<file path="src/rtl/core/yrtp_pkg.sv">
// ============================================================================
// yrtp_pkg - shared types and constants for the YUYV luma ramp generator
// ----------------------------------------------------------------------------
// Request and pixel payload structures, controller/datapath handshake
// structures, divider operation codes and register map.
// ============================================================================
package yrtp_pkg;

    // Field widths fixed by the pixel format.
    localparam int CFG_W  = 13;   // width of frame_width / frame_height
    localparam int SEQ_W  = 32;   // frame sequence number
    localparam int Y_W    = 8;    // one byte of the packed YUYV stream
    localparam int STEP_W = 6;    // divider step counter, holds SEQ_W

    // Pattern constants.
    localparam int LUMA_BASE      = 16;
    localparam int LUMA_SPAN      = 219;
    localparam int LUMA_SPAN_W    = 8;
    localparam int NEUTRAL_CHROMA = 128;
    localparam int PIX_PER_ITEM   = 2;

    // Largest values a 13-bit register can carry for a usable frame.
    localparam int WIDTH_LIMIT  = 8190;
    localparam int HEIGHT_LIMIT = 8191;

    // Parameter defaults.
    localparam int DEF_MAX_WIDTH       = 4096;
    localparam int DEF_MAX_HEIGHT      = 4096;
    localparam int DEF_SHIFT_PER_FRAME = 8;

    // Register reset values.
    localparam logic [CFG_W-1:0] RESET_WIDTH  = 13'd640;
    localparam logic [CFG_W-1:0] RESET_HEIGHT = 13'd480;

    // Register map.
    localparam int              ADDR_W    = 3;
    localparam logic            REG_WIDTH = 1'b0;
    localparam logic            REG_HEIGHT = 1'b1;
    localparam logic [ADDR_W-1:0] ADDR_WIDTH  = 3'd0;
    localparam logic [ADDR_W-1:0] ADDR_HEIGHT = 3'd4;

    // Divider operations.
    localparam int OP_W = 3;
    localparam logic [OP_W-1:0] OP_SEQ   = 3'd0;  // sequence mod width
    localparam logic [OP_W-1:0] OP_MUL   = 3'd1;  // scaled remainder mod width
    localparam logic [OP_W-1:0] OP_POS   = 3'd2;  // column plus shift mod width
    localparam logic [OP_W-1:0] OP_LUMA0 = 3'd3;  // even pixel level
    localparam logic [OP_W-1:0] OP_LUMA1 = 3'd4;  // odd pixel level

    typedef struct packed {
        logic             start_frame;
        logic [SEQ_W-1:0] frame_sequence;
    } req_t;

    typedef struct packed {
        logic [Y_W-1:0] luma_first;
        logic [Y_W-1:0] chroma_blue;
        logic [Y_W-1:0] luma_second;
        logic [Y_W-1:0] chroma_red;
        logic           line_end;
        logic           frame_end;
        logic           format_error;
    } pix_t;

    typedef struct packed {
        logic            take;     // latch the accepted request
        logic            restart;  // clear counters and shift
        logic            div_go;   // launch a division
        logic [OP_W-1:0] op;       // which division
        logic            finish;   // load the pixel register, advance counters
    } cmd_t;

    typedef struct packed {
        logic cfg_ok;
        logic start;
        logic div_done;
    } sts_t;

endpackage

</file>
<file path="src/rtl/core/yrtp_div.sv">
// ============================================================================
// yrtp_div - shared restoring divider
// ----------------------------------------------------------------------------
// Takes a left-aligned dividend and retires one bit per cycle. Gives the
// remainder and the low byte of the quotient.
// ============================================================================
module yrtp_div #(
    parameter int REM_W = 13
) (
    input  logic                         clk,
    input  logic                         rst_n,
    input  logic                         go,
    input  logic [yrtp_pkg::SEQ_W-1:0]   dividend,
    input  logic [yrtp_pkg::STEP_W-1:0]  steps,
    input  logic [REM_W-1:0]             divisor,
    output logic                         done,
    output logic [REM_W-1:0]             rem,
    output logic [yrtp_pkg::Y_W-1:0]     quo
);

    logic                         busy_reg;
    logic                         done_reg;
    logic [yrtp_pkg::STEP_W-1:0]  cnt_reg;
    logic [yrtp_pkg::SEQ_W-1:0]   dvd_reg;
    logic [REM_W-1:0]             dsr_reg;
    logic [REM_W-1:0]             rem_reg;
    logic [yrtp_pkg::Y_W-1:0]     quo_reg;

    logic [REM_W:0] trial;
    logic           fits;

    assign trial = {rem_reg, dvd_reg[yrtp_pkg::SEQ_W-1]};
    assign fits  = (trial >= {1'b0, dsr_reg});

    always_ff @(posedge clk or negedge rst_n)
    begin
        if (!rst_n)
        begin
            busy_reg <= 1'b0;
            done_reg <= 1'b0;
            cnt_reg  <= '0;
        end
        else if (go)
        begin
            busy_reg <= 1'b1;
            done_reg <= 1'b0;
            cnt_reg  <= steps;
        end
        else if (busy_reg)
        begin
            cnt_reg <= cnt_reg - 1'b1;
            if (cnt_reg == yrtp_pkg::STEP_W'(1))
            begin
                busy_reg <= 1'b0;
                done_reg <= 1'b1;
            end
        end
        else
        begin
            done_reg <= 1'b0;
        end
    end

    always_ff @(posedge clk)
    begin
        if (go)
        begin
            dvd_reg <= dividend;
            dsr_reg <= divisor;
            rem_reg <= '0;
            quo_reg <= '0;
        end
        else if (busy_reg)
        begin
            dvd_reg <= {dvd_reg[yrtp_pkg::SEQ_W-2:0], 1'b0};
            quo_reg <= {quo_reg[yrtp_pkg::Y_W-2:0], fits};
            if (fits)
                rem_reg <= REM_W'(trial - {1'b0, dsr_reg});
            else
                rem_reg <= trial[REM_W-1:0];
        end
    end

    assign done = done_reg;
    assign rem  = rem_reg;
    assign quo  = quo_reg;

    // A finished remainder is always reduced below the divisor.
    assert property (@(posedge clk) disable iff (!rst_n)
        done_reg |-> (rem_reg < dsr_reg))
        else $error("divider remainder not below divisor");

endmodule

</file>
<file path="src/rtl/core/yrtp_dp.sv">
// ============================================================================
// yrtp_dp - datapath of the YUYV luma ramp generator
// ----------------------------------------------------------------------------
// Holds the line and frame counters, the latched shift, the operands of the
// shared divider and the registered pixel output.
// ============================================================================
module yrtp_dp #(
    parameter int MAX_WIDTH       = yrtp_pkg::DEF_MAX_WIDTH,
    parameter int MAX_HEIGHT      = yrtp_pkg::DEF_MAX_HEIGHT,
    parameter int SHIFT_PER_FRAME = yrtp_pkg::DEF_SHIFT_PER_FRAME
) (
    input  logic                        clk,
    input  logic                        rst_n,
    input  yrtp_pkg::req_t              req,
    input  logic [yrtp_pkg::CFG_W-1:0]  frame_width,
    input  logic [yrtp_pkg::CFG_W-1:0]  frame_height,
    input  yrtp_pkg::cmd_t              cmd,
    output yrtp_pkg::sts_t              sts,
    output yrtp_pkg::pix_t              px
);

    localparam int WCAP  = (MAX_WIDTH < yrtp_pkg::WIDTH_LIMIT) ?
                           MAX_WIDTH : yrtp_pkg::WIDTH_LIMIT;
    localparam int HCAP  = (MAX_HEIGHT < yrtp_pkg::HEIGHT_LIMIT) ?
                           MAX_HEIGHT : yrtp_pkg::HEIGHT_LIMIT;
    localparam int POS_W = $clog2(WCAP + 1);
    localparam int ROW_W = $clog2(HCAP + 1);
    localparam int SHF_W = (SHIFT_PER_FRAME < 1) ? 1 : $clog2(SHIFT_PER_FRAME + 1);
    localparam int MUL_W = POS_W + SHF_W;
    localparam int SUM_W = POS_W + 1;
    localparam int LUM_W = POS_W + yrtp_pkg::LUMA_SPAN_W;
    localparam int DVD_W = yrtp_pkg::SEQ_W;

    logic                        start_reg;
    logic [yrtp_pkg::OP_W-1:0]   op_reg;
    logic [POS_W-1:0]            shift_reg;
    logic [POS_W-1:0]            col_reg;
    logic [ROW_W-1:0]            row_reg;

    logic [DVD_W-1:0]            seq_reg;
    logic [POS_W-1:0]            seqmod_reg;
    logic [POS_W-1:0]            p0_reg;
    logic [yrtp_pkg::Y_W-1:0]    y0_reg;
    logic [yrtp_pkg::Y_W-1:0]    y1_reg;
    yrtp_pkg::pix_t              px_reg;

    logic                        cfg_ok;
    logic [POS_W-1:0]            w_pos;
    logic [MUL_W-1:0]            mul_prod;
    logic [SUM_W-1:0]            pos_sum;
    logic [SUM_W-1:0]            p1_inc;
    logic [POS_W-1:0]            p1;
    logic [LUM_W-1:0]            luma0_prod;
    logic [LUM_W-1:0]            luma1_prod;
    logic [DVD_W-1:0]            dvd;
    logic [yrtp_pkg::STEP_W-1:0] steps;
    logic [POS_W-1:0]            dsr;
    logic                        div_done;
    logic [POS_W-1:0]            div_rem;
    logic [yrtp_pkg::Y_W-1:0]    div_quo;
    logic                        eol;
    logic                        eof;

    assign cfg_ok = !frame_width[0]
                 && (frame_width >= yrtp_pkg::CFG_W'(2))
                 && (32'(frame_width) <= 32'(MAX_WIDTH))
                 && (frame_height != '0)
                 && (32'(frame_height) <= 32'(MAX_HEIGHT));

    // A usable width never exceeds WCAP, so the low bits carry all of it.
    assign w_pos = frame_width[POS_W-1:0];

    assign mul_prod   = MUL_W'(seqmod_reg) * MUL_W'(SHIFT_PER_FRAME);
    assign pos_sum    = SUM_W'(col_reg) + SUM_W'(shift_reg);
    assign p1_inc     = SUM_W'(p0_reg) + SUM_W'(1);
    assign p1         = (p1_inc == SUM_W'(w_pos)) ? '0 : p1_inc[POS_W-1:0];
    assign luma0_prod = LUM_W'(p0_reg) * LUM_W'(yrtp_pkg::LUMA_SPAN);
    assign luma1_prod = LUM_W'(p1) * LUM_W'(yrtp_pkg::LUMA_SPAN);

    // Operands are left-aligned so the divider only walks the bits that matter.
    always_comb
    begin
        dvd   = seq_reg;
        steps = yrtp_pkg::STEP_W'(DVD_W);
        dsr   = w_pos;
        case (cmd.op)
            yrtp_pkg::OP_SEQ:
            begin
                dvd   = seq_reg;
                steps = yrtp_pkg::STEP_W'(DVD_W);
            end
            yrtp_pkg::OP_MUL:
            begin
                dvd   = DVD_W'(mul_prod) << (DVD_W - MUL_W);
                steps = yrtp_pkg::STEP_W'(MUL_W);
            end
            yrtp_pkg::OP_POS:
            begin
                dvd   = DVD_W'(pos_sum) << (DVD_W - SUM_W);
                steps = yrtp_pkg::STEP_W'(SUM_W);
            end
            yrtp_pkg::OP_LUMA0:
            begin
                dvd   = DVD_W'(luma0_prod) << (DVD_W - LUM_W);
                steps = yrtp_pkg::STEP_W'(LUM_W);
                dsr   = w_pos - POS_W'(1);
            end
            yrtp_pkg::OP_LUMA1:
            begin
                dvd   = DVD_W'(luma1_prod) << (DVD_W - LUM_W);
                steps = yrtp_pkg::STEP_W'(LUM_W);
                dsr   = w_pos - POS_W'(1);
            end
            default:
            begin
                dvd   = seq_reg;
                steps = yrtp_pkg::STEP_W'(DVD_W);
            end
        endcase
    end

    yrtp_div #(
        .REM_W (POS_W)
    ) u_div (
        .clk      (clk),
        .rst_n    (rst_n),
        .go       (cmd.div_go),
        .dividend (dvd),
        .steps    (steps),
        .divisor  (dsr),
        .done     (div_done),
        .rem      (div_rem),
        .quo      (div_quo)
    );

    // Counters may sit beyond a shrunken frame, hence the inequalities.
    assign eol = (32'(col_reg) + 32'(yrtp_pkg::PIX_PER_ITEM)) >= 32'(frame_width);
    assign eof = eol && ((32'(row_reg) + 32'd1) >= 32'(frame_height));

    always_ff @(posedge clk or negedge rst_n)
    begin
        if (!rst_n)
        begin
            start_reg <= 1'b0;
            op_reg    <= yrtp_pkg::OP_SEQ;
            shift_reg <= '0;
            col_reg   <= '0;
            row_reg   <= '0;
        end
        else
        begin
            if (cmd.take)
                start_reg <= req.start_frame;
            if (cmd.div_go)
                op_reg <= cmd.op;
            if (cmd.restart)
            begin
                shift_reg <= '0;
                col_reg   <= '0;
                row_reg   <= '0;
            end
            if (div_done && (op_reg == yrtp_pkg::OP_MUL))
                shift_reg <= div_rem;
            if (cmd.finish && cfg_ok)
            begin
                if (eof)
                begin
                    col_reg <= '0;
                    row_reg <= '0;
                end
                else if (eol)
                begin
                    col_reg <= '0;
                    row_reg <= row_reg + ROW_W'(1);
                end
                else
                begin
                    col_reg <= col_reg + POS_W'(yrtp_pkg::PIX_PER_ITEM);
                end
            end
        end
    end

    always_ff @(posedge clk)
    begin
        if (cmd.take)
            seq_reg <= req.frame_sequence;
        if (div_done)
        begin
            case (op_reg)
                yrtp_pkg::OP_SEQ:   seqmod_reg <= div_rem;
                yrtp_pkg::OP_POS:   p0_reg     <= div_rem;
                yrtp_pkg::OP_LUMA0: y0_reg <= yrtp_pkg::Y_W'(yrtp_pkg::LUMA_BASE) + div_quo;
                yrtp_pkg::OP_LUMA1: y1_reg <= yrtp_pkg::Y_W'(yrtp_pkg::LUMA_BASE) + div_quo;
                default:            ;
            endcase
        end
        if (cmd.finish)
        begin
            if (cfg_ok)
            begin
                px_reg.luma_first   <= y0_reg;
                px_reg.chroma_blue  <= yrtp_pkg::Y_W'(yrtp_pkg::NEUTRAL_CHROMA);
                px_reg.luma_second  <= y1_reg;
                px_reg.chroma_red   <= yrtp_pkg::Y_W'(yrtp_pkg::NEUTRAL_CHROMA);
                px_reg.line_end     <= eol;
                px_reg.frame_end    <= eof;
                px_reg.format_error <= 1'b0;
            end
            else
            begin
                px_reg.luma_first   <= '0;
                px_reg.chroma_blue  <= '0;
                px_reg.luma_second  <= '0;
                px_reg.chroma_red   <= '0;
                px_reg.line_end     <= 1'b0;
                px_reg.frame_end    <= 1'b0;
                px_reg.format_error <= 1'b1;
            end
        end
    end

    assign sts.cfg_ok   = cfg_ok;
    assign sts.start    = start_reg;
    assign sts.div_done = div_done;
    assign px           = px_reg;

    // A good pixel always carries levels inside the video range.
    assert property (@(posedge clk) disable iff (!rst_n)
        cmd.finish |=> (px_reg.format_error
                     || (px_reg.luma_first >= 8'd16 && px_reg.luma_first <= 8'd235
                      && px_reg.luma_second >= 8'd16 && px_reg.luma_second <= 8'd235)))
        else $error("luma outside the video range");

    // The end of a frame is always also the end of a line.
    assert property (@(posedge clk) disable iff (!rst_n)
        cmd.finish |=> (!px_reg.frame_end || px_reg.line_end))
        else $error("frame end without line end");

endmodule

</file>
<file path="src/rtl/core/yrtp_ctrl.sv">
// ============================================================================
// yrtp_ctrl - sequencer of the YUYV luma ramp generator
// ----------------------------------------------------------------------------
// Walks one request through its divisions and hands the finished pixel pair
// to the output register.
// ============================================================================
module yrtp_ctrl (
    input  logic            clk,
    input  logic            rst_n,
    input  logic            req_valid,
    output logic            req_stall,
    output logic            px_valid,
    input  logic            px_stall,
    input  yrtp_pkg::sts_t  sts,
    output yrtp_pkg::cmd_t  cmd
);

    localparam logic [3:0] ST_IDLE   = 4'd0;
    localparam logic [3:0] ST_CHECK  = 4'd1;
    localparam logic [3:0] ST_SEQ    = 4'd2;
    localparam logic [3:0] ST_SEQ_W  = 4'd3;
    localparam logic [3:0] ST_MUL    = 4'd4;
    localparam logic [3:0] ST_MUL_W  = 4'd5;
    localparam logic [3:0] ST_POS    = 4'd6;
    localparam logic [3:0] ST_POS_W  = 4'd7;
    localparam logic [3:0] ST_LUM0   = 4'd8;
    localparam logic [3:0] ST_LUM0_W = 4'd9;
    localparam logic [3:0] ST_LUM1   = 4'd10;
    localparam logic [3:0] ST_LUM1_W = 4'd11;
    localparam logic [3:0] ST_FIN    = 4'd12;

    logic [3:0] state_reg;
    logic [3:0] state_next;
    logic       px_valid_reg;
    logic       px_valid_next;

    always_comb
    begin
        state_next = state_reg;
        cmd        = '0;
        cmd.op     = yrtp_pkg::OP_SEQ;
        unique case (state_reg)
            ST_IDLE:
            begin
                if (req_valid)
                begin
                    cmd.take   = 1'b1;
                    state_next = ST_CHECK;
                end
            end
            ST_CHECK:
            begin
                cmd.restart = sts.start;
                if (!sts.cfg_ok)
                    state_next = ST_FIN;
                else if (sts.start)
                    state_next = ST_SEQ;
                else
                    state_next = ST_POS;
            end
            ST_SEQ:
            begin
                cmd.div_go = 1'b1;
                cmd.op     = yrtp_pkg::OP_SEQ;
                state_next = ST_SEQ_W;
            end
            ST_SEQ_W:
            begin
                if (sts.div_done)
                    state_next = ST_MUL;
            end
            ST_MUL:
            begin
                cmd.div_go = 1'b1;
                cmd.op     = yrtp_pkg::OP_MUL;
                state_next = ST_MUL_W;
            end
            ST_MUL_W:
            begin
                if (sts.div_done)
                    state_next = ST_POS;
            end
            ST_POS:
            begin
                cmd.div_go = 1'b1;
                cmd.op     = yrtp_pkg::OP_POS;
                state_next = ST_POS_W;
            end
            ST_POS_W:
            begin
                if (sts.div_done)
                    state_next = ST_LUM0;
            end
            ST_LUM0:
            begin
                cmd.div_go = 1'b1;
                cmd.op     = yrtp_pkg::OP_LUMA0;
                state_next = ST_LUM0_W;
            end
            ST_LUM0_W:
            begin
                if (sts.div_done)
                    state_next = ST_LUM1;
            end
            ST_LUM1:
            begin
                cmd.div_go = 1'b1;
                cmd.op     = yrtp_pkg::OP_LUMA1;
                state_next = ST_LUM1_W;
            end
            ST_LUM1_W:
            begin
                if (sts.div_done)
                    state_next = ST_FIN;
            end
            ST_FIN:
            begin
                if (!px_valid_reg || !px_stall)
                begin
                    cmd.finish = 1'b1;
                    state_next = ST_IDLE;
                end
            end
            default:
            begin
                state_next = ST_IDLE;
            end
        endcase
    end

    always_comb
    begin
        if (cmd.finish)
            px_valid_next = 1'b1;
        else if (px_valid_reg && !px_stall)
            px_valid_next = 1'b0;
        else
            px_valid_next = px_valid_reg;
    end

    always_ff @(posedge clk or negedge rst_n)
    begin
        if (!rst_n)
        begin
            state_reg    <= ST_IDLE;
            px_valid_reg <= 1'b0;
        end
        else
        begin
            state_reg    <= state_next;
            px_valid_reg <= px_valid_next;
        end
    end

    assign req_stall = (state_reg != ST_IDLE);
    assign px_valid  = px_valid_reg;

    // The divider only reports back while a division is being awaited.
    assert property (@(posedge clk) disable iff (!rst_n)
        sts.div_done |-> (state_reg == ST_SEQ_W || state_reg == ST_MUL_W
                       || state_reg == ST_POS_W || state_reg == ST_LUM0_W
                       || state_reg == ST_LUM1_W))
        else $error("divider completion outside a wait state");

    // A new pixel only appears as the sequencer leaves its final state.
    assert property (@(posedge clk) disable iff (!rst_n)
        $rose(px_valid_reg) |-> ($past(state_reg) == ST_FIN))
        else $error("pixel valid raised outside the finish state");

endmodule

</file>
<file path="src/rtl/core/yuyv_ramp_test_pattern.sv">
// ============================================================================
// yuyv_ramp_test_pattern - YUYV horizontal luma ramp test pattern source
// ----------------------------------------------------------------------------
//   channel | direction | handshake              | payload
//   --------+-----------+------------------------+---------------------------
//   req     | in        | req_valid / req_stall  | start_frame, frame_sequence
//   px      | out       | px_valid / px_stall    | Y0, U, Y1, V, ends, error
//   apb     | in/out    | psel, penable, pready  | frame_width, frame_height
//
// Each request runs its divisions one after another on one shared bit-serial
// divider, which retires a bit a cycle, for the position and the two luma
// levels. A request carrying start_frame first adds two divisions for the
// shift: the sequence mod width, then the scaled remainder mod width.
// With an unusable configuration a request skips the divisions entirely.
// Reset brings back 640 x 480, zero counters and zero shift; no clearing pass.
// A stalled pixel sits in the output register while the next request is
// already being worked on; only the final hand-over waits for it.
// ============================================================================
module yuyv_ramp_test_pattern #(
    parameter int MAX_WIDTH       = yrtp_pkg::DEF_MAX_WIDTH,
    parameter int MAX_HEIGHT      = yrtp_pkg::DEF_MAX_HEIGHT,
    parameter int SHIFT_PER_FRAME = yrtp_pkg::DEF_SHIFT_PER_FRAME
) (
    input  logic                          clk,
    input  logic                          rst_n,

    input  logic                          req_valid,
    output logic                          req_stall,
    input  yrtp_pkg::req_t                req,

    output logic                          px_valid,
    input  logic                          px_stall,
    output yrtp_pkg::pix_t                px,

    input  logic                          psel,
    input  logic                          penable,
    input  logic                          pwrite,
    input  logic [yrtp_pkg::ADDR_W-1:0]   paddr,
    input  logic [31:0]                   pwdata,
    output logic [31:0]                   prdata,
    output logic                          pready
);

    logic [yrtp_pkg::CFG_W-1:0] frame_width_reg;
    logic [yrtp_pkg::CFG_W-1:0] frame_height_reg;

    yrtp_pkg::cmd_t cmd;
    yrtp_pkg::sts_t sts;

    // The bus never waits; a write lands on the access cycle.
    assign pready = 1'b1;

    // Registers decoded by word. Users must change frame geometry only with no
    // request in flight, so the datapath sees it constant; not enforced here.
    always_ff @(posedge clk or negedge rst_n)
    begin
        if (!rst_n)
        begin
            frame_width_reg  <= yrtp_pkg::RESET_WIDTH;
            frame_height_reg <= yrtp_pkg::RESET_HEIGHT;
        end
        else if (psel && penable && pwrite && pready)
        begin
            unique case (paddr[2])
                yrtp_pkg::REG_WIDTH:  frame_width_reg  <= pwdata[yrtp_pkg::CFG_W-1:0];
                yrtp_pkg::REG_HEIGHT: frame_height_reg <= pwdata[yrtp_pkg::CFG_W-1:0];
                default:              ;
            endcase
        end
    end

    // Read-back is exact-address; anything unaligned returns zero.
    always_comb
    begin
        unique case (paddr)
            yrtp_pkg::ADDR_WIDTH:  prdata = 32'(frame_width_reg);
            yrtp_pkg::ADDR_HEIGHT: prdata = 32'(frame_height_reg);
            default:               prdata = '0;
        endcase
    end

    // The sequencer owns the request handshake and the pixel valid flag.
    yrtp_ctrl u_ctrl (
        .clk       (clk),
        .rst_n     (rst_n),
        .req_valid (req_valid),
        .req_stall (req_stall),
        .px_valid  (px_valid),
        .px_stall  (px_stall),
        .sts       (sts),
        .cmd       (cmd)
    );

    // Counters, shift, divider and the pixel register live in the datapath.
    yrtp_dp #(
        .MAX_WIDTH       (MAX_WIDTH),
        .MAX_HEIGHT      (MAX_HEIGHT),
        .SHIFT_PER_FRAME (SHIFT_PER_FRAME)
    ) u_dp (
        .clk          (clk),
        .rst_n        (rst_n),
        .req          (req),
        .frame_width  (frame_width_reg),
        .frame_height (frame_height_reg),
        .cmd          (cmd),
        .sts          (sts),
        .px           (px)
    );

endmodule

</file>
<file path="config.mk">
export PLATFORM = sky130hd
export DESIGN_NAME = yuyv_ramp_test_pattern
export DESIGN_NICKNAME = d
export VERILOG_FILES = /design/src/rtl/core/yrtp_pkg.sv /design/src/rtl/core/yrtp_div.sv /design/src/rtl/core/yrtp_dp.sv /design/src/rtl/core/yrtp_ctrl.sv /design/src/rtl/core/yuyv_ramp_test_pattern.sv
export SDC_FILE = /design/constraint.sdc
export NUM_CORES = 1
export LEC_CHECK = 0
export BUFFER_PORTS_ARGS = -buffer_cell sky130_fd_sc_hd__buf_4
export CAP_MARGIN = 20
export CORE_MARGIN = 3
export CORE_UTILIZATION = 60
export DETAILED_ROUTE_END_ITERATION = 10
export PLACE_DENSITY = 0.84
export RECOVER_POWER = 25
export SETUP_SLACK_MARGIN = 0.2
export SLEW_MARGIN = 20
export SYNTH_ARGS = -nofsm -noshare
export SYNTH_HDL_FRONTEND = slang
export SYNTH_SLANG_ARGS = --single-unit
</file>
<file path="constraint.sdc">
create_clock -name clk -period 8.5 [get_ports clk]
set_input_delay 0.85 -clock clk [delete_from_list [all_inputs] [get_ports clk]]
set_output_delay 0.85 -clock clk [all_outputs]
set_load 0.005 [all_outputs]
</file>
==> results of run 1 <==
[routing by layer]
layer  routed length [um]  global-route usage (%)  up-vias  share of wire, %
met1                17200                    35.3     6364                41
li1                     -                       -     6160                 -
met5                    0                       0        -                 0
met2                21000                    46.8      455                50
met3                 2390                    3.26      105               5.7
met4                 1750                    10.4        0               4.1
[synthesized netlist by cell type, types with 21 or more instances]
library cell | n | area share (%)
mux2_2 | 32 | 2.1
inv_1 | 188 | 4.1
nand3_1 | 62 | 1.8
ha_1 | 156 | 11
fa_1 | 72 | 8.3
o21ai_0 | 82 | 2.4
xnor2_1 | 70 | 3.5
and2_1 | 23 | 0.83
dfxtp_1 | 21 | 2.4
mux2i_1 | 28 | 1.6
xor2_1 | 33 | 1.7
buf_4 | 37 | 1.6
nor2_1 | 113 | 2.5
nand2_1 | 145 | 3.1
nor3_1 | 29 | 0.84
clkbuf_1 | 38 | 0.83
dfrtp_1 | 75 | 11
edfxtp_1 | 139 | 24
a21oi_1 | 112 | 3.2
[cells in the final DEF (no fill, tap or decap), drive strengths merged, types with 10 or more instances in the layout]
cell type / Yosys / final
buf: 48 / 72
fa: 72 / 72
mux2i: 28 / 28
clkbuf: 38 / 70
a31oi: 11 / 11
a211oi: 10 / 10
inv: 188 / 190
and2: 23 / 23
ha: 156 / 156
nand2b: 16 / 16
nand3: 62 / 62
nand4: 13 / 13
xnor2: 72 / 72
dfrtp: 75 / 75
and3: 16 / 16
o21ai: 92 / 92
or2: 14 / 14
mux2: 32 / 32
nand2: 145 / 145
nor2b: 14 / 14
nor3: 30 / 30
a21oi: 112 / 112
a22o: 15 / 15
conb: 2 / 34
xor2: 33 / 33
dfxtp: 21 / 21
edfxtp: 139 / 139
nor2: 115 / 115
a21o: 16 / 16
nor4: 12 / 12
[final timing paths]
| check | startpoint | to | slack, ns | cells after the start |
|---|---|---|---|---|
| worst max-delay path | u_dp.p0_reg[2] | u_dp.u_div.dvd_reg[31] | 0.69 | 22 |
| worst min-delay path | rst_n | u_dp.row_reg[10] | 0.37 | 1 |
| worst max register to register | u_dp.p0_reg[2] | u_dp.u_div.dvd_reg[31] | 0.69 | 22 |
| worst min register to register | u_dp.u_div.quo[3] | u_dp.y1_reg[3] | 0.50 | 0 |
| max in group asynchronous | rst_n | u_dp.shift_reg[8] | 4.26 | 2 |
| min in group clk | u_dp.u_div.quo[3] | u_dp.y1_reg[3] | 0.50 | 0 |
[report_power, final]
group / switching [mW] / total [mW] / internal, mW
Clock: 0.474 / 1.22 / 0.749
Sequential: 0.301 / 1.92 / 1.62
Combinational: 2.21 / 3.70 / 1.49
[kinds of logic (layout without fill, tap and decap cells)]
group | Yosys count | after routing | share of synthesized area, %
buffers and inverters | 274 | 344 | 6.91
DFF | 241 | 241 | 38.3
xor gates and xnor gates | 105 | 105 | 5.41
muxes | 60 | 60 | 3.71
and+or+nand+nor | 483 | 483 | 13.6
other | 2 | 34 | 0.0434
AOI/OAI and AO/OA | 341 | 341 | 12.4
adders and majority gates | 228 | 228 | 19.6
[final cells by class]
cell class / count / area, sq um
multi-input cells: 1251 / 9600
fillers: 2112 / 8930
flip-flops and latches: 241 / 6630
repair buffers: 108 / 800
clock buffers: 34 / 752
inverters: 188 / 706
well taps: 378 / 473
clock inverters: 14 / 198
[stage by stage]
step	std cells	utilization, %	hold slack, ns	area, sq um	setup WS, ns
CTS	2213	68.2	0.161	19200	0.728
detailed placement	2165	64.9	0.476	18200	0.712
floorplan	1766	-	0.447	17400	2.04
global route	2214	68.2	0.417	19200	0.235
finish	2214	68.2	0.370	19200	0.692
global placement	2165	64.8	0.465	18200	0.914
==> flow_summary.toml, run 1 <==
[layout]
areaGrowthSynthToFinish_pct = 10.9
nets = 2119
n_antenna_cell = 0
drive_gt1_share_pct = 11.9

[detailed_routing]
antenna_left = 0
wl_per_cell_um = 19.1
dr.pass1.iters = 5
drt-initial-drc-count = 1142
vias_per_cell = 5.91
vias = 13100
drt_wl_total_um = 42300
post-route-drc-count = 0

[timing]
finalSetupTns_ns = 0
max_freq_mhz = 128
final_max_slew_viol_count = 69
hold_viol_final = 0
finalSetupViolCount = 0
relSlewSlack_pct = -139
period_share_pct = 91.9
max_slew.worst_pin.slew_ns = 3.59
finalCriticalPeriod_ns = 7.81
fin_skew_ns = 0.0313
rsz0062_at_grt = "false"

[power]
peakVddDrop_mv = 0.171
power.density_mw_per_mm2 = 357
power.leakage_nw = 8.76
finalPower_mw = 6.84

[clock_network]
cts_buffers = 26
cts-root-buf = "clkbuf_16"
cts_tree = "done"
cts_hold_buf = 0
path_clk_slew_ns = 0.07
clkLatencyLatePin_ns = 0.54
cts_setup_buffers = 0
h-tree-depth = 1
clk_path_buf_depth = 3
post_cts_resized = 0
clock_sinks = 241

[grt]
gr-total-overflow = 0
track_usage_pct = 27.2
antenna_found_initial = 0
grt_start_max_net_pins = 69
grt_pass1_wl_um = 67500
grt_pass1_vias = 13100

[setup_path]
cpPeakStageDelay_ns = 0.75
path_class = "flip-flop to flip-flop"
cp-start-kind = "flip-flop"
critPathBufInv = 2
path_cells = "ha_1 > and3_1 > xnor2_2 > o21ai_0 > a2111oi_0 > and4_1 > nor2_1 > ha_1 > fa_1 > fa_1 > inv_1 > fa_1 > inv_1 > ha_1 > a21oi_1 > nor2_1 > a211oi_1 > a21boi_0 > a2111oi_0 > mux2i_1 > nor3_1 > o22ai_1"
cp_top_family = "adder cells"
cp_slowest_cell = "and4_1"
crit_fanout = 21
arrival_ns = 8.09
worstPathRequired_ns = 8.78
end_kind = "flip-flop"

[floorplanning]
coreArea_sq_mm = 0.0281
start_util_pct = 61.5
die_h_um = 176
fp-row-count = 61
io_pins = 145
dieArea_sq_mm = 0.0309
dieWidth_um = 176

[hold_path]
hp-class = "input port to asynchronous set/reset pin"

[synth]
syn-instance-count = 1734
ys.flop_type = "edfxtp_1"
syn_area_per_cell_sq_um = 9.97
syn-cell-area_sq_mm = 0.0173
synth_edf_count = 139
ys_seq_area_share_pct = 38.3
synthArstFlopShare_pct = 33.6
ys_warn_count = 0
ys_ff_latch = 241
synth_cell_type_count = 79

[status]
violations = "max-capacitance violations, max-slew violations"
status = "finished, violations left"

[place]
place.port_buffers = 91
hpwlAfterDp_um = 32000
place.gp.congestion = 0.905

[flow_run]
maxCapViolCount = 1
(Power assumes the default switching activity.)
==> inputs of run 2 (changes only) <==
Settings changed: ABC_AREA set to 1, CORE_UTILIZATION 60 to 40, CTS_CLUSTER_SIZE set to 25, PLACE_DENSITY 0.84 to 0.61.
==> flow_summary.toml, run 2 <==
[detailed_routing]
antenna_left = 0
wl_met2_um = 22200
drt-initial-drc-count = 947
wl_per_cell_um = 17.0
dr.pass1.iters = 5
wl_met1_um = 21500
drt_wl_total_um = 47500
post-route-drc-count = 0
routed.top_layer = "met4"
met3_length_um = 2590
vias_per_cell = 5.10
vias = 14200

[clock_network]
clock_sinks = 241
cts_tree = "done"
cts-root-buf = "clkbuf_16"
clkLatencyLatePin_ns = 0.58
post_cts_resized = 0
cts_setup_buffers = 0
cts_hold_buf = 0
path_clk_slew_ns = 0.06
cts_buffers = 28
clk_path_buf_depth = 3
h-tree-depth = 1

[timing]
period_share_pct = 79.5
fin_skew_ns = 0.0281
max_freq_mhz = 148
hold_viol_final = 0
finalCriticalPeriod_ns = 6.76
finalSetupTns_ns = 0
finalSetupViolCount = 0
final_max_slew_viol_count = 40
relSlewSlack_pct = -55.8
max_slew.worst_pin.slew_ns = 2.34
rsz0062_at_grt = "false"

[setup_path]
arrival_ns = 7.06
crit_top_cell = "nand2_1"
worstPathRequired_ns = 8.80
cp_slowest_cell = "edfxtp_1"
crit_fanout = 8
cp-start-kind = "flip-flop"
end_kind = "flip-flop"
path_class = "flip-flop to flip-flop"
cpPeakStageDelay_ns = 0.58

[floorplanning]
coreArea_sq_mm = 0.0434
start_util_pct = 40.8
fp-row-count = 76
dieWidth_um = 216
io_pins = 145
dieArea_sq_mm = 0.0468
die_h_um = 216

[status]
status = "finished, violations left"
violations = "max-capacitance violations, max-slew violations"

[synth]
synth_top_area_share_pct = 23.6
synthXorXnorAreaFrac_pct = 2.52
ys_ff_latch = 241
synth.most_common_cell = "nand2_1"
synth_mux_area_share_pct = 0.120
syn-instance-count = 2084
synth_cell_type_count = 59
synthSimpleGateAreaFrac_pct = 18.5
yosys.area.top_type = "edfxtp_1"
ys_seq_area_share_pct = 37.5
synth_area_leaders = "edfxtp_1, ha_1, dfrtp_1"
ys_warn_count = 0
synth-compound-area-share_pct = 11.7
synthAdderAreaFrac_pct = 19.2
synth.top_cells.by_count = "nand2_1, inv_1, ha_1"
synthArstFlopShare_pct = 33.6
syn-cell-area_sq_mm = 0.0177
synth_edf_count = 139
syn_area_per_cell_sq_um = 8.49
ys.flop_type = "edfxtp_1"
synth_top_family_by_area = "adder cells"

[grt]
grt_start_max_net_pins = 53
antenna_found_initial = 0
track_usage_pct = 20.1
grt_pass1_vias = 14000
grt_pass1_wl_um = 75200
gr-total-overflow = 0

[layout]
nets = 2480
n_antenna_cell = 0
multiInputGateArea_sq_mm = 0.00933
most-common-layout-cells = "nand2_1, inv_1, ha_1, nor2_1, o21ai_0"
regArea_sq_mm = 0.00663
areaGrowthSynthToFinish_pct = 11.8
fill_cells = 4330
postLayoutCellArea_sq_mm = 0.0198
final_common_cell = "nand2_1"
drive_gt1_share_pct = 9.64

[hold_path]
hp-class = "flip-flop to flip-flop"

[place]
place.port_buffers = 91
place_area_sq_mm = 0.0189
hpwlAfterDp_um = 37200
place.gp.congestion = 0.929

[power]
power.density_mw_per_mm2 = 322
finalPower_mw = 6.36
power.leakage_nw = 9.58
peakVddDrop_mv = 0.167

[flow_run]
maxCapViolCount = 1
-- run 2: layout make-up --
cell class	count	share of cell area, %
clock buffer	41	3.95
inverter	384	7.28
sequential	241	33.5
tap	585	3.70
multi-input combinational	1420	47.2
clock inverter	11	0.601
timing repair buffer	102	3.81
-- run 2: path summary, 6_finish.rpt --
check                      depth (start not counted)                endpoint  slack [ns]              start
min reg2reg                                        0          u_dp.y1_reg[2]        0.46  u_dp.u_div.quo[2]
max in group asynchronous                          2         u_dp.row_reg[3]        5.92              rst_n
max                                               28  u_dp.u_div.dvd_reg[22]        1.74     u_dp.p0_reg[0]
min in group asynchronous                          1         u_dp.col_reg[8]        0.98              rst_n
min                                                0          u_dp.y1_reg[2]        0.46  u_dp.u_div.quo[2]
max reg2reg                                       28  u_dp.u_div.dvd_reg[22]        1.74     u_dp.p0_reg[0]
-- run 2: critical path, delay by kind of cell, from the launching register on --
kind,cells,cell delay [ns]
fa+ha+maj,6,2.65
flops,1,0.58
simple gates,13,1.74
compound gates,5,1.29
buf+inv,4,0.22
-- run 2: kinds of logic (layout without fill, tap and decap cells) --
group / Yosys count / after routing
buffers and inverters: 455 / 538
multiplexers: 2 / 2
other: 2 / 34
adder cells (fa/ha/maj): 228 / 228
AO/OA/AOI/OAI: 358 / 358
AND/OR/NAND/NOR: 747 / 747
flip-flops: 241 / 241
XOR/XNOR: 51 / 51
-- run 2: through the flow --
step	setup WS, ns	hold WS (ns)	util, %	std cells
6_report	1.74	0.459	45.6	2784
5_1_grt	1.21	0.458	45.6	2784
4_1_cts	1.84	0.262	45.7	2784
3_5_place_dp	1.88	0.440	43.6	2732
3_3_place_gp	1.90	0.439	43.6	2730
2_1_floorplan	2.95	0.426	-	2116
-- run 2: power breakdown --
group / internal [mW] / leakage [nW] / switching [mW]
registers: 1.63 / 2.57 / 0.215
logic: 1.18 / 6.59 / 2.17
clock network: 0.674 / 0.425 / 0.501
-- run 2: layer usage --
metal	global-route usage (%)	vias up
met5	0	-
met3	2.34	66
li1	-	6970
met4	4.75	0
met1	28.2	6790
met2	33.4	365
